--- src/design/assert_macros.svh ---
// ----------------------------------------------------------------------------
// assert_macros.svh
// Clocked assertion helpers, compiled out when SYNTH is defined.
// ----------------------------------------------------------------------------
`ifndef ASSERT_MACROS_SVH
`define ASSERT_MACROS_SVH
`ifndef SYNTH
// assertion with synchronous active-low reset as disable
`define ASSERT_CLK(label, clk, rst_n, prop) \
  label: assert property (@(posedge clk) disable iff (!rst_n) prop) \
    else $error("assertion failed");
// assertion that is checked in every cycle
`define ASSERT_ALWAYS(label, clk, prop) \
  label: assert property (@(posedge clk) prop) \
    else $error("assertion failed");
`else
`define ASSERT_CLK(label, clk, rst_n, prop)
`define ASSERT_ALWAYS(label, clk, prop)
`endif
`endif

--- src/design/drsg_pkg.sv ---
// ----------------------------------------------------------------------------
// drsg_pkg
// Shared widths, codes, state types and request structs of the disk row
// span generator.
// ----------------------------------------------------------------------------
`default_nettype none

package drsg_pkg;

  localparam int COORD_W     = 14;  // center coordinates, signed
  localparam int RAD_W       = 5;   // radius and half-width
  localparam int DIM_W       = 13;  // grid size registers
  localparam int POS_W       = 12;  // output row / column
  localparam int EXT_W       = 15;  // signed working width for row / column sums
  localparam int DEC_W       = 10;  // midpoint decision variable, signed
  localparam int OFS_W       = 7;   // signed row offset, -radius .. radius+1
  localparam int TBL_DEPTH   = 1 << RAD_W;
  localparam int IN_TDATA_W  = 40;
  localparam int OUT_TDATA_W = 40;
  localparam int CFG_IDX_W   = 2;

  localparam logic [DIM_W-1:0] GRID_DIM_MAX = 13'd4096;

  localparam logic [CFG_IDX_W-1:0] CFG_GRID_WIDTH  = 2'd0;
  localparam logic [CFG_IDX_W-1:0] CFG_GRID_HEIGHT = 2'd1;

  typedef enum logic [1:0] {
    PH_IDLE,
    PH_BUILD,
    PH_SCAN
  } phase_t;

  typedef enum logic [1:0] {
    OC_IDLE,
    OC_UPPER,
    OC_LOWER
  } oct_state_t;

  typedef enum logic [1:0] {
    SP_IDLE,
    SP_PRIME,
    SP_RUN,
    SP_FLUSH
  } span_state_t;

  typedef struct packed {
    logic             start;
    logic [RAD_W-1:0] radius;
  } oct_req_t;

  typedef struct packed {
    logic                      start;
    logic signed [COORD_W-1:0] cc;
    logic signed [COORD_W-1:0] cr;
    logic [RAD_W-1:0]          radius;
    logic [DIM_W-1:0]          gw;
    logic [DIM_W-1:0]          gh;
  } scan_req_t;

endpackage

`default_nettype wire

--- src/design/drsg_octant.sv ---
// ----------------------------------------------------------------------------
// drsg_octant
// Midpoint circle recurrence on one shared adder, filling the half-width
// table. Each step runs in an upper and a lower state; the table read port is registered.
// ----------------------------------------------------------------------------
`default_nettype none

module drsg_octant (
  input  wire logic                        clk,
  input  wire logic                        rst_n,
  input  wire drsg_pkg::oct_req_t          req,
  output logic                             done,
  input  wire logic [drsg_pkg::RAD_W-1:0]  rd_addr,
  output logic [drsg_pkg::RAD_W-1:0]       rd_data
);
  import drsg_pkg::*;

  oct_state_t              st_r, st_nxt;
  logic [RAD_W-1:0]        x_r, x_nxt;
  logic [RAD_W-1:0]        y_r, y_nxt;
  logic signed [DEC_W-1:0] dec_r, dec_nxt;
  logic                    flag_r, flag_nxt;

  logic [RAD_W-1:0]        mem [TBL_DEPTH];
  logic [RAD_W-1:0]        rd_data_r;

  logic signed [DEC_W-1:0] addend;
  logic signed [DEC_W-1:0] sum;
  logic                    we;
  logic [RAD_W-1:0]        wa;
  logic [RAD_W-1:0]        wd;
  logic                    cont;

  // one adder: upper half adds 4-4y, lower half adds 4x+6
  always_comb begin
    if (st_r == OC_UPPER) begin
      addend = DEC_W'(4) - DEC_W'({y_r, 2'b00});
    end else begin
      addend = DEC_W'({x_r, 2'b00}) + DEC_W'(6);
    end
    sum = dec_r + addend;
  end

  // next step runs while x+1 <= y after the optional decrement
  assign cont = ({1'b0, x_r} + (RAD_W+1)'(1) + (RAD_W+1)'(flag_r)) <= {1'b0, y_r};

  always_comb begin
    st_nxt   = st_r;
    x_nxt    = x_r;
    y_nxt    = y_r;
    dec_nxt  = dec_r;
    flag_nxt = flag_r;
    we       = 1'b0;
    wa       = y_r;
    wd       = x_r;
    done     = 1'b0;
    case (st_r)
      OC_IDLE: begin
        if (req.start) begin
          x_nxt    = '0;
          y_nxt    = req.radius;
          dec_nxt  = DEC_W'(3) - DEC_W'({req.radius, 1'b0});
          flag_nxt = 1'b0;
          st_nxt   = OC_UPPER;
        end
      end
      OC_UPPER: begin
        we       = 1'b1;
        wa       = y_r;
        wd       = x_r;
        flag_nxt = ~dec_r[DEC_W-1];
        if (!dec_r[DEC_W-1]) begin
          dec_nxt = sum;
        end
        st_nxt   = OC_LOWER;
      end
      OC_LOWER: begin
        // a later write at index x carries y >= x and so is the larger width
        we      = 1'b1;
        wa      = x_r;
        wd      = y_r;
        dec_nxt = sum;
        x_nxt   = x_r + RAD_W'(1);
        y_nxt   = y_r - RAD_W'(flag_r);
        if (cont) begin
          st_nxt = OC_UPPER;
        end else begin
          st_nxt = OC_IDLE;
          done   = 1'b1;
        end
      end
      default: begin
        st_nxt = OC_IDLE;
      end
    endcase
  end

  always_ff @(posedge clk) begin
    if (!rst_n) begin
      st_r <= OC_IDLE;
    end else begin
      st_r <= st_nxt;
    end
  end

  always_ff @(posedge clk) begin
    x_r    <= x_nxt;
    y_r    <= y_nxt;
    dec_r  <= dec_nxt;
    flag_r <= flag_nxt;
  end

  always_ff @(posedge clk) begin
    if (we) begin
      mem[wa] <= wd;
    end
    rd_data_r <= mem[rd_addr];
  end

  assign rd_data = rd_data_r;

endmodule

`default_nettype wire

--- src/design/drsg_span.sv ---
// ----------------------------------------------------------------------------
// drsg_span
// Row scan from top to bottom: clips each row's span to the grid, holds one
// span back so the final word can carry tlast, and drives the output stage.
// ----------------------------------------------------------------------------
`default_nettype none
`include "assert_macros.svh"

module drsg_span (
  input  wire logic                              clk,
  input  wire logic                              rst_n,
  input  wire drsg_pkg::scan_req_t               req,
  output logic                                   done,
  output logic [drsg_pkg::RAD_W-1:0]             rd_addr,
  input  wire logic [drsg_pkg::RAD_W-1:0]        rd_data,
  output logic                                   out_tvalid,
  input  wire logic                              out_tready,
  // row [11:0], col_first [23:12], col_last [35:24], zero pad [39:36]
  output logic [drsg_pkg::OUT_TDATA_W-1:0]       out_tdata,
  // empty_res [0]
  output logic                                   out_tuser,
  output logic                                   out_tlast
);
  import drsg_pkg::*;

  function automatic logic [RAD_W-1:0] ofs_abs(input logic signed [OFS_W-1:0] v);
    logic signed [OFS_W-1:0] m;
    m = v[OFS_W-1] ? -v : v;
    return m[RAD_W-1:0];
  endfunction

  span_state_t             st_r, st_nxt;
  logic signed [OFS_W-1:0] d_r, d_nxt;

  logic                    pend_v_r, pend_v_nxt;
  logic [POS_W-1:0]        pend_row_r, pend_row_nxt;
  logic [POS_W-1:0]        pend_c0_r, pend_c0_nxt;
  logic [POS_W-1:0]        pend_c1_r, pend_c1_nxt;

  logic                    out_valid_r, out_valid_nxt;
  logic [POS_W-1:0]        out_row_r, out_row_nxt;
  logic [POS_W-1:0]        out_c0_r, out_c0_nxt;
  logic [POS_W-1:0]        out_c1_r, out_c1_nxt;
  logic                    out_empty_r, out_empty_nxt;
  logic                    out_last_r, out_last_nxt;

  logic signed [OFS_W-1:0] r_s;
  logic signed [OFS_W-1:0] d_inc;
  logic signed [EXT_W-1:0] row_s;
  logic signed [EXT_W-1:0] w_s;
  logic signed [EXT_W-1:0] c0, c1, c0c, c1c;
  logic signed [EXT_W-1:0] gw_m1, gh_s;
  logic                    row_ok;
  logic                    span_ok;
  logic                    slot_free;
  logic                    adv;

  assign r_s   = signed'(OFS_W'(req.radius));
  assign d_inc = d_r + OFS_W'(1);

  always_comb begin
    row_s   = EXT_W'(req.cr) + EXT_W'(d_r);
    w_s     = signed'(EXT_W'(rd_data));
    c0      = EXT_W'(req.cc) - w_s;
    c1      = EXT_W'(req.cc) + w_s;
    gw_m1   = signed'(EXT_W'(req.gw)) - EXT_W'(1);
    gh_s    = signed'(EXT_W'(req.gh));
    row_ok  = !row_s[EXT_W-1] && (row_s < gh_s);
    c0c     = c0[EXT_W-1] ? '0 : c0;
    c1c     = (c1 > gw_m1) ? gw_m1 : c1;
    span_ok = row_ok && (c0c <= c1c);
  end

  assign slot_free = !out_valid_r || out_tready;
  // a skipped row never waits; a found span waits only if one is already held
  // and the output word has not yet been taken
  assign adv = !span_ok || !pend_v_r || slot_free;

  always_comb begin
    st_nxt        = st_r;
    d_nxt         = d_r;
    rd_addr       = ofs_abs(d_r);
    done          = 1'b0;
    pend_v_nxt    = pend_v_r;
    pend_row_nxt  = pend_row_r;
    pend_c0_nxt   = pend_c0_r;
    pend_c1_nxt   = pend_c1_r;
    out_valid_nxt = out_valid_r && !out_tready;
    out_row_nxt   = out_row_r;
    out_c0_nxt    = out_c0_r;
    out_c1_nxt    = out_c1_r;
    out_empty_nxt = out_empty_r;
    out_last_nxt  = out_last_r;
    case (st_r)
      SP_IDLE: begin
        if (req.start) begin
          d_nxt      = -r_s;
          pend_v_nxt = 1'b0;
          st_nxt     = SP_PRIME;
        end
      end
      SP_PRIME: begin
        st_nxt = SP_RUN;
      end
      SP_RUN: begin
        if (adv) begin
          rd_addr = ofs_abs(d_inc);
          d_nxt   = d_inc;
          if (span_ok) begin
            if (pend_v_r) begin
              out_valid_nxt = 1'b1;
              out_row_nxt   = pend_row_r;
              out_c0_nxt    = pend_c0_r;
              out_c1_nxt    = pend_c1_r;
              out_empty_nxt = 1'b0;
              out_last_nxt  = 1'b0;
            end
            pend_v_nxt   = 1'b1;
            pend_row_nxt = row_s[POS_W-1:0];
            pend_c0_nxt  = c0c[POS_W-1:0];
            pend_c1_nxt  = c1c[POS_W-1:0];
          end
          if (d_r == r_s) begin
            st_nxt = SP_FLUSH;
          end
        end
      end
      SP_FLUSH: begin
        if (slot_free) begin
          out_valid_nxt = 1'b1;
          out_last_nxt  = 1'b1;
          out_empty_nxt = !pend_v_r;
          if (pend_v_r) begin
            out_row_nxt = pend_row_r;
            out_c0_nxt  = pend_c0_r;
            out_c1_nxt  = pend_c1_r;
          end else begin
            out_row_nxt = '0;
            out_c0_nxt  = '0;
            out_c1_nxt  = '0;
          end
          pend_v_nxt = 1'b0;
          done       = 1'b1;
          st_nxt     = SP_IDLE;
        end
      end
      default: begin
        st_nxt = SP_IDLE;
      end
    endcase
  end

  always_ff @(posedge clk) begin
    if (!rst_n) begin
      st_r        <= SP_IDLE;
      pend_v_r    <= 1'b0;
      out_valid_r <= 1'b0;
    end else begin
      st_r        <= st_nxt;
      pend_v_r    <= pend_v_nxt;
      out_valid_r <= out_valid_nxt;
    end
  end

  always_ff @(posedge clk) begin
    d_r         <= d_nxt;
    pend_row_r  <= pend_row_nxt;
    pend_c0_r   <= pend_c0_nxt;
    pend_c1_r   <= pend_c1_nxt;
    out_row_r   <= out_row_nxt;
    out_c0_r    <= out_c0_nxt;
    out_c1_r    <= out_c1_nxt;
    out_empty_r <= out_empty_nxt;
    out_last_r  <= out_last_nxt;
  end

  assign out_tvalid = out_valid_r;
  assign out_tdata  = {{(OUT_TDATA_W - 3*POS_W){1'b0}}, out_c1_r, out_c0_r, out_row_r};
  assign out_tuser  = out_empty_r;
  assign out_tlast  = out_last_r;

  `ASSERT_CLK(a_empty_is_last, clk, rst_n, out_valid_r && out_empty_r |-> out_last_r)
  `ASSERT_CLK(a_idle_no_pend, clk, rst_n, (st_r == SP_IDLE) |-> !pend_v_r)
  `ASSERT_CLK(a_stall_holds_row, clk, rst_n, (st_r == SP_RUN) && !adv |=> $stable(d_r))
  `ASSERT_CLK(a_ofs_in_range, clk, rst_n, (st_r == SP_RUN) |-> (d_r <= r_s))

endmodule

`default_nettype wire

--- src/design/disk_row_span_generator.sv ---
// ----------------------------------------------------------------------------
// disk_row_span_generator
// Filled-disk row spans from a center and radius, clipped to a grid.
// ----------------------------------------------------------------------------
// One request (center column, center row, radius R) is taken while the block
// is idle; in_tready stays low until its last span word has been handed to
// the output register. The midpoint recurrence runs on a single shared adder,
// filling a 32-entry half-width table; the row scan then visits all 2R+1 rows
// at one row per cycle unless output back-pressure holds it, reading that
// table through its registered port. Each word gives row, first and last
// column; tlast marks the final word of a request, and a disk that covers
// no cell yields one word with tuser (empty) set and zero data. Grid size
// registers above 4096 act as 4096; zero means no cells.
// ----------------------------------------------------------------------------
`default_nettype none

module disk_row_span_generator (
  input  wire logic                               clk,
  input  wire logic                               rst_n,
  input  wire logic                               in_tvalid,
  output logic                                    in_tready,
  // center_col [13:0], center_row [27:14], radius [32:28], zero pad [39:33]
  input  wire logic [drsg_pkg::IN_TDATA_W-1:0]    in_tdata,
  output logic                                    out_tvalid,
  input  wire logic                               out_tready,
  // row [11:0], col_first [23:12], col_last [35:24], zero pad [39:36]
  output logic [drsg_pkg::OUT_TDATA_W-1:0]        out_tdata,
  // empty_res [0]
  output logic                                    out_tuser,
  output logic                                    out_tlast,
  input  wire logic                               cfg_valid,
  output logic                                    cfg_ready,
  input  wire logic [drsg_pkg::CFG_IDX_W-1:0]     cfg_index,
  input  wire logic [drsg_pkg::DIM_W-1:0]         cfg_data
);
  import drsg_pkg::*;

  logic [DIM_W-1:0]          gw_cfg_r;
  logic [DIM_W-1:0]          gh_cfg_r;

  phase_t                    ph_r, ph_nxt;
  logic signed [COORD_W-1:0] cc_r;
  logic signed [COORD_W-1:0] cr_r;
  logic [RAD_W-1:0]          rad_r;
  logic [DIM_W-1:0]          gw_r;
  logic [DIM_W-1:0]          gh_r;

  logic                      in_acc;
  logic [RAD_W-1:0]          in_radius;
  oct_req_t                  oct_req;
  logic                      oct_done;
  scan_req_t                 scan_req;
  logic                      scan_done;
  logic [RAD_W-1:0]          tbl_addr;
  logic [RAD_W-1:0]          tbl_data;

  assign cfg_ready = 1'b1;
  assign in_tready = (ph_r == PH_IDLE);
  assign in_acc    = in_tvalid && in_tready;
  assign in_radius = in_tdata[2*COORD_W+RAD_W-1:2*COORD_W];

  always_ff @(posedge clk) begin
    if (!rst_n) begin
      gw_cfg_r <= GRID_DIM_MAX;
      gh_cfg_r <= GRID_DIM_MAX;
    end else if (cfg_valid && cfg_ready) begin
      case (cfg_index)
        CFG_GRID_WIDTH:  gw_cfg_r <= cfg_data;
        CFG_GRID_HEIGHT: gh_cfg_r <= cfg_data;
        default: begin
        end
      endcase
    end
  end

  // request word latched with the grid size clamped to the largest grid
  always_ff @(posedge clk) begin
    if (in_acc) begin
      cc_r  <= signed'(in_tdata[COORD_W-1:0]);
      cr_r  <= signed'(in_tdata[2*COORD_W-1:COORD_W]);
      rad_r <= in_radius;
      gw_r  <= (gw_cfg_r > GRID_DIM_MAX) ? GRID_DIM_MAX : gw_cfg_r;
      gh_r  <= (gh_cfg_r > GRID_DIM_MAX) ? GRID_DIM_MAX : gh_cfg_r;
    end
  end

  always_comb begin
    ph_nxt          = ph_r;
    oct_req.start   = 1'b0;
    oct_req.radius  = in_radius;
    scan_req.start  = 1'b0;
    scan_req.cc     = cc_r;
    scan_req.cr     = cr_r;
    scan_req.radius = rad_r;
    scan_req.gw     = gw_r;
    scan_req.gh     = gh_r;
    case (ph_r)
      PH_IDLE: begin
        if (in_acc) begin
          oct_req.start = 1'b1;
          ph_nxt        = PH_BUILD;
        end
      end
      PH_BUILD: begin
        if (oct_done) begin
          scan_req.start = 1'b1;
          ph_nxt         = PH_SCAN;
        end
      end
      PH_SCAN: begin
        if (scan_done) begin
          ph_nxt = PH_IDLE;
        end
      end
      default: begin
        ph_nxt = PH_IDLE;
      end
    endcase
  end

  always_ff @(posedge clk) begin
    if (!rst_n) begin
      ph_r <= PH_IDLE;
    end else begin
      ph_r <= ph_nxt;
    end
  end

  drsg_octant u_octant (
    .clk     (clk),
    .rst_n   (rst_n),
    .req     (oct_req),
    .done    (oct_done),
    .rd_addr (tbl_addr),
    .rd_data (tbl_data)
  );

  drsg_span u_span (
    .clk        (clk),
    .rst_n      (rst_n),
    .req        (scan_req),
    .done       (scan_done),
    .rd_addr    (tbl_addr),
    .rd_data    (tbl_data),
    .out_tvalid (out_tvalid),
    .out_tready (out_tready),
    .out_tdata  (out_tdata),
    .out_tuser  (out_tuser),
    .out_tlast  (out_tlast)
  );

endmodule

`default_nettype wire

--- config.mk ---
export PLATFORM = sky130hd
export DESIGN_NAME = disk_row_span_generator
export DESIGN_NICKNAME = d
export VERILOG_FILES = /design/src/design/drsg_pkg.sv /design/src/design/drsg_octant.sv /design/src/design/drsg_span.sv /design/src/design/disk_row_span_generator.sv
export VERILOG_INCLUDE_DIRS = /design/src /design/src/design
export SDC_FILE = /design/constraint.sdc
export NUM_CORES = 1
export LEC_CHECK = 0
export BUFFER_PORTS_ARGS = -buffer_cell sky130_fd_sc_hd__buf_2
export CAP_MARGIN = 20
export CORE_MARGIN = 5
export CORE_UTILIZATION = 62
export CTS_CLUSTER_SIZE = 24
export DETAILED_ROUTE_END_ITERATION = 10
export PLACE_DENSITY = 0.78
export SLEW_MARGIN = 20
export SYNTH_ARGS = -nofsm -noshare
export SYNTH_HDL_FRONTEND = slang
export SYNTH_SLANG_ARGS = --single-unit
--- constraint.sdc ---
create_clock -name clk -period 11.3 [get_ports clk]
set_input_delay 1.13 -clock clk [delete_from_list [all_inputs] [get_ports clk]]
set_output_delay 1.13 -clock clk [all_outputs]
set_load 0.02 [all_outputs]
**Word level (Yosys, flattened, before mapping)**

Memory sizes are Yosys's and may differ from the RTL's. A register that Yosys moved wholly into a read port is not among the register bits.
Cells that the tools add are included.

- Word-level logic and storage cells: 184
- Output and inout bits: 45
- Memories: 1
- RAM bits: 160
- Bits of input ports: 60
- Register bits after elaboration: 195

Memory list:

| memory | words | width | rd ports | clocked after memory_dff | wr ports | line | source |
|---|---|---|---|---|---|---|---|
| u_octant.mem | 32 | 5 | 1 | 1 | 1 | drsg_octant.sv:24 | `logic [RAD_W-1:0] mem [TBL_DEPTH];` |

- Equal/unequal tests: 20
- Add/subtract/negate cells: 16
- Bitwise gates (word level): 1
- $lt $le $gt $ge: 6
- Multiplexer cells: 79
- Reduce and logical (&&, ||, !) cells: 35

Operators by type and width:

| cell | number |
|---|---|
| $mux 12 | 15 |
| $pmux 12 s2 | 3 |
| $mux 5 | 8 |
| $mux 10 | 3 |
| $pmux 10 s3 | 1 |
| $gt 13x13->1 const B | 2 |
| $mux 1 | 26 |
| $pmux 5 s2 | 2 |
| $mux 2 | 8 |
| $add 14x6->15 | 1 |
| $add 14x7->15 | 1 |
| $gt 15x15->1 | 1 |
| $le 15x15->1 | 1 |
| $lt 15x14->1 | 1 |
| $mux 15 | 1 |
| $sub 14x6->15 | 1 |
| $mux 14 | 1 |
| $mux 7 | 2 |
| $pmux 7 s2 | 1 |
| $sub 13x1->14 const B | 1 |
| $ne 2x1->1 const B | 6 |
| $pmux 2 s3 | 2 |
| $reduce_and 3->1 | 4 |
| $add 10x10->10 | 1 |
| 29 further kinds | 64 |

**Longest topological paths before layout**

- Depth after elaboration: 10
- Depth in mapped cells: 37
- Mapped depth without buffers: 33

**Cells and area by module**

A second synthesis with hierarchy kept.

- Cell total of the unflattened synthesis: 1327
- Area total of the unflattened synthesis: 17650.7 um^2

By module, submodules not included:

| module | area an instance (um^2) | cells an instance | seq. area each (um^2) | times used |
|---|---|---|---|---|
| drsg_octant | 8306.7 | 498 | 5545.3 | 1 |
| drsg_span | 6289.8 | 628 | 2512.4 | 1 |
| disk_row_span_generator | 3054.2 | 201 | 2332.2 | 1 |

**Worst setup path before layout**

No wires, ideal clock.

- Path type: register to register
- Start point: reg cc_r[0]
- End point: reg u_span.pend_c0_r[0] (enable)
- Arrival time: 7931 ps
- Path slack: 2895 ps
- Period minus slack after synthesis: 8405 ps
- Data required time: 10826 ps
- Library setup time: 474 ps
- Stages on the path, launching flop included: 25
- Buffers on the path: 2
- Cell sequence: edfxtp_1 -> ha_1 -> fa_1 -> a21o_1 -> a21oi_1 -> o21bai_1 -> nand2_1 -> xor2_1 -> inv_1 -> ha_1 -> and4_1 -> a41oi_1 -> nand3_1 -> a21o_1 -> nand2_1 -> clkbuf_1 -> mux2_2 -> ha_1 -> and3_1 -> a221o_1 -> a221oi_2 -> a22oi_1 -> or4_1 -> buf_2 -> nor3_1

- Cells in the longest elaborated chain, start to end: 9
- Elaborated cells between the ends (all ways): 11

RTL lines:

| what | line | source |
|---|---|---|
| start, declared | disk_row_span_generator.sv:42 | `logic signed [COORD_W-1:0] cc_r;` |
| start signal, assigned | disk_row_span_generator.sv:79 | `cc_r <= signed'(in_tdata[COORD_W-1:0]);` |
| $add 14x6->15 | drsg_span.sv:65 | `c1 = EXT_W'(req.cc) + w_s;` |
| $gt 15x15->1 | drsg_span.sv:70 | `c1c = (c1 > gw_m1) ? gw_m1 : c1;` |
| $mux 15 | drsg_span.sv:70 |  |
| $le 15x15->1 (*) | drsg_span.sv:71 | `span_ok = row_ok && (c0c <= c1c);` |
| $logic_and 1x1->1 (*) | drsg_span.sv:71 |  |
| $logic_not 1->1 | drsg_span.sv:77 | `assign adv = !span_ok \|\| !pend_v_r \|\| slot_free;` |
| $logic_or 1x1->1 (2 in series) | drsg_span.sv:77 |  |
| $reduce_and 3->1 (no source line) (*) | -- |  |
| end signal, assigned | drsg_span.sv:168 | `pend_c0_r <= pend_c0_nxt;` |
| end, declared | drsg_span.sv:37 | `logic [POS_W-1:0] pend_c0_r, pend_c0_nxt;` |

Mark *: on every way between the ends. The rest lies on a longest branch, timed or not.
A chain may end at the register's enable or synchronous reset.

**Worst setup path in the final report**

- Start point: reg cc_r[1]
- End point: reg u_octant.rd_data_r[1] (netlist: u_octant.rd_data[1]), read port of u_octant.mem

- Cells in the longest elaborated chain, start to end: 10
- Elaborated cells between the ends (all ways): 12

RTL lines:

| what | line | source |
|---|---|---|
| $add 14x6->15 | drsg_span.sv:65 |  |
| $gt 15x15->1 | drsg_span.sv:70 |  |
| $mux 15 | drsg_span.sv:70 |  |
| $le 15x15->1 (*) | drsg_span.sv:71 |  |
| $logic_and 1x1->1 (*) | drsg_span.sv:71 |  |
| $logic_not 1->1 (*) | drsg_span.sv:77 |  |
| $logic_or 1x1->1 (*) (2 in series) | drsg_span.sv:77 |  |
| $mux 5 (*) | drsg_span.sv:106 | `if (adv) begin` |
| $mux 5 (*) | drsg_span.sv:94 | `case (st_r)` |
| end, declared | drsg_octant.sv:25 | `logic [RAD_W-1:0] rd_data_r;` |

Marks and branches as above.

==> out/qor.log <==
INFO  power_and_ir_drop ir_drop=135uV
INFO  grt            grt.overflow.total=0
INFO  synthesis      post-synth-top-area-cell=sky130_fd_sc_hd__edfxtp_1
INFO  run            maxCapViolCount=0
INFO  clock_tree     cts_setup_buffers=0
INFO  clock_tree     clock-sinks=359
INFO  grt            grt_start_max_net_pins=76
INFO  synthesis      ys_top_cells_by_area=sky130_fd_sc_hd__edfxtp_1 50%, sky130_fd_sc_hd__ha_1 6.3%, sky130_fd_sc_hd__mux2i_1 4.1%, sky130_fd_sc_hd__dfxtp_1 4.1%, sky130_fd_sc_hd__mux4_2 3.7%
INFO  routing        viasPerCell=6.20
INFO  clock_tree     cts_buffers=39
INFO  timing         hold_ws=0.448ns
INFO  floorplan      fp.dieArea=34600um^2
INFO  outcome        status=finished, final reports clean
INFO  placed_design  dp.final_hpwl=29200um
INFO  synthesis      synth.cells.most_frequent=320 x sky130_fd_sc_hd__edfxtp_1, 115 x sky130_fd_sc_hd__nor2_1, 108 x sky130_fd_sc_hd__nand2_1
INFO  timing         final.setup_skew=0.0102ns
INFO  layout         post-route-cell-area=21300um^2
INFO  grt            track_usage=24.4%
INFO  floorplan      die_span_in_y=186um
INFO  timing         max_clk_rate=0.120GHz
INFO  floorplan      die_width=186um
INFO  synthesis      synth_sequential_area_ratio=54.1%
INFO  floorplan      fp-row-count=64
INFO  timing         report.final.hold_viol_count=0
INFO  layout         layout-drive-gt1-share=14.5%
INFO  clock_tree     cts_hold_buffers=0
INFO  layout         syn_to_final_growth=10.8%
INFO  synthesis      yosys_synthesis_warning_count=0
INFO  timing         least_margin_pin_slew=1.09ns
INFO  setup_path     timing.critical_path.slowest_cell_delay=0.82ns
INFO  timing         fin_setup_tns=0ns
INFO  floorplan      start_util=62.8%
INFO  clock_tree     htree_levels=2
INFO  setup_path     critical_path.startpoint_type=flip-flop
INFO  synthesis      syn-instance-count=1615
INFO  clock_tree     cts_buffer_depth=3
INFO  placed_design  pre_cts_ws=3.09ns
INFO  timing         rsz0062_at_grt=no
INFO  synthesis      asyncSetResetFlopFracSynth=0%
INFO  routing        route.final.wire_length=42500um
INFO  routing        drcViolationCount=0
INFO  clock_tree     clkLatencyLatePin=0.52ns
INFO  setup_path     worst-path-max-fanout=16
INFO  synthesis      synth-seq-cells=359
INFO  min_path       holdCritPathClass=flip-flop to flip-flop
INFO  setup_path     critPathArrivalTime=8.73ns
INFO  routing        route.antenna.remaining_nets=0
INFO  synthesis      yosys.cell_count.top_type=sky130_fd_sc_hd__edfxtp_1
INFO  grt            number_of_global_route_vias_before_repair=12800
INFO  setup_path     reg2regPathDepth=29
INFO  timing         pins_over_slew_limit=0
INFO  min_path       min_delay_path_depth=2
INFO  grt            grt_pass1_wl=66900um
INFO  routing        first_iter_violations=1072
INFO  synthesis      post-synth-top-area-fraction=50.0%
INFO  setup_path     timing.setup.critical_path_class=flip-flop to flip-flop
INFO  synthesis      syn_avg_cell_area=11.9um^2
INFO  timing         relSlewSlack=27.3%
INFO  timing         setup_slack=2.97ns
INFO  setup_path     cp_data_required_time=11.71ns
INFO  timing         period_utilisation_layout=73.7%
INFO  synthesis      yosys_most_used_dff=sky130_fd_sc_hd__edfxtp_1
INFO  floorplan      core_region_area=30600um^2
INFO  synthesis      synthDistinctLibCells=78
INFO  placed_design  instance_area_after_placement=20000um^2
INFO  clock_tree     cts_tree=done
INFO  clock_tree     post_cts.resized_instances=0
INFO  clock_tree     root_buffer=sky130_fd_sc_hd__clkbuf_16
INFO  timing         min_period=8.33ns
INFO  setup_path     path_common_cell=sky130_fd_sc_hd__nor2_1
INFO  power_and_ir_drop power_density=191nW/um^2
INFO  power_and_ir_drop cellLeakagePower=7.90nW
INFO  setup_path     critPathCaptureType=flip-flop
INFO  floorplan      pin_count=105
INFO  placed_design  portBuffers=92
INFO  clock_tree     clk_pin_slew_worst_paths=0.06ns
INFO  routing        detailedRoute.firstPassIterationCount=6
INFO  timing         report.final.setup_viol=0
INFO  routing        dr_total_vias=13100
INFO  routing        route.detailed.wl_per_inst=20.1um
INFO  setup_path     crit_slowest_cell=sky130_fd_sc_hd__or3_1
INFO  placed_design  routabilityCongestion=0.925
INFO  synthesis      synthesis.area=19200um^2
INFO  layout         design.final.nets=1843
INFO  grt            antenna_found_initial=2
INFO  synthesis      number_of_synthesized_flops_with_an_enable_pin=320
-- path summary, 6_finish.rpt --
check / endpoint / slack, ns / from
max reg2reg: u_octant.rd_data[1] / 2.97 / cc_r[1]
min reg2reg: gw_cfg_r[7] / 0.45 / gw_cfg_r[7]
min: gw_cfg_r[7] / 0.45 / gw_cfg_r[7]
max: u_octant.rd_data[1] / 2.97 / cc_r[1]
-- flip-flops by register name (all words and copies together), names as in the netlist, 7 cells and up --
name / flops
u_span.out_c0_r: 12
gw_cfg_r: 13
u_octant.mem: 160
cr_r: 14
gh_cfg_r: 13
u_span.pend_row_r: 12
gh_r: 13
gw_r: 13
u_span.d_r: 7
u_span.pend_c1_r: 12
u_span.pend_c0_r: 12
u_span.out_row_r: 12
u_octant.dec_r: 9
u_span.out_c1_r: 12
cc_r: 14
-- cells in the final DEF (no fill, tap or decap), types with 16 or more instances in the layout --
master | netlist | layout
sky130_fd_sc_hd__xor2_1 | 27 | 27
sky130_fd_sc_hd__buf_2 | 8 | 92
sky130_fd_sc_hd__o21ai_0 | 41 | 40
sky130_fd_sc_hd__dfxtp_1 | 39 | 39
sky130_fd_sc_hd__nor3_1 | 42 | 41
sky130_fd_sc_hd__xnor2_1 | 46 | 45
sky130_fd_sc_hd__a21oi_1 | 105 | 105
sky130_fd_sc_hd__ha_1 | 97 | 95
sky130_fd_sc_hd__mux2i_1 | 79 | 78
sky130_fd_sc_hd__a211oi_1 | 26 | 26
sky130_fd_sc_hd__inv_1 | 84 | 83
sky130_fd_sc_hd__mux2_2 | 21 | 21
sky130_fd_sc_hd__a2111oi_0 | 18 | 18
sky130_fd_sc_hd__edfxtp_1 | 320 | 320
sky130_fd_sc_hd__buf_4 | 5 | 16
sky130_fd_sc_hd__nand2_1 | 108 | 108
sky130_fd_sc_hd__clkbuf_16 | 0 | 43
sky130_fd_sc_hd__a21o_1 | 21 | 21
sky130_fd_sc_hd__nor2b_1 | 61 | 61
sky130_fd_sc_hd__nor2_1 | 115 | 114
sky130_fd_sc_hd__and2_1 | 43 | 43
sky130_fd_sc_hd__mux4_2 | 32 | 32
sky130_fd_sc_hd__nand3_1 | 23 | 23
-- critical path, delay by kind of cell, from the launching register on --
family          cells  cell delay, ns
compound gates      9            2.13
mux                 2            0.77
flops               1            0.49
fa+ha+maj           3            0.97
xor+xnor            1            0.23
buf+inv             2            0.13
simple gates       12            3.49
-- kinds of logic (layout without fill, tap and decap cells) --
group / count (synthesis) / count (layout) / synth area share [%]
other: 2 / 7 / 0.0391
multiplexers: 132 / 132 / 9.09
XOR/XNOR: 73 / 73 / 3.33
flip-flops: 359 / 359 / 54.1
AND/OR/NAND/NOR: 453 / 453 / 11.7
adder cells (fa/ha/maj): 101 / 101 / 6.73
AO/OA/AOI/OAI: 322 / 322 / 11.5
buffers and inverters: 173 / 267 / 3.61
-- power by group --
part           leakage (nW)  switching (mW)  internal [mW]  total, mW
clock network         0.624           0.503          0.741       1.24
registers              3.25          0.0540           1.53       1.58
logic                  4.03           0.748          0.500       1.25
-- through the flow --
step	total power, mW	util (%)	instances
after floorplan	2.52	-	1618
after global placement	2.79	65.4	2036
after detailed placement	2.84	65.4	2036
after CTS	4.08	69.5	2107
after global routing	4.29	69.7	2110
final	4.07	69.7	2110
-- routing by layer --
layer | GRT usage, % | vias to the layer above | part of all wire, %
met5 | 0 | - | 0
met4 | 7.08 | 0 | 2.6
met3 | 3.36 | 82 | 7.6
met2 | 41.9 | 499 | 49
met1 | 32.7 | 6356 | 40
li1 | - | 6146 | -
-- layout make-up --
| type | count | area, um^2 |
|---|---|---|
| Antenna cell | 2 | 5.00 |
| Multi-Input combinational cell | 1086 | 8210 |
| Sequential cell | 359 | 10400 |
| Inverter | 87 | 327 |
| Fill cell | 2148 | 9280 |
| Clock buffer | 56 | 1160 |
| Tap cell | 396 | 495 |
| Clock inverter | 15 | 104 |
| Timing Repair Buffer | 109 | 608 |
(Power assumes the default switching activity.)
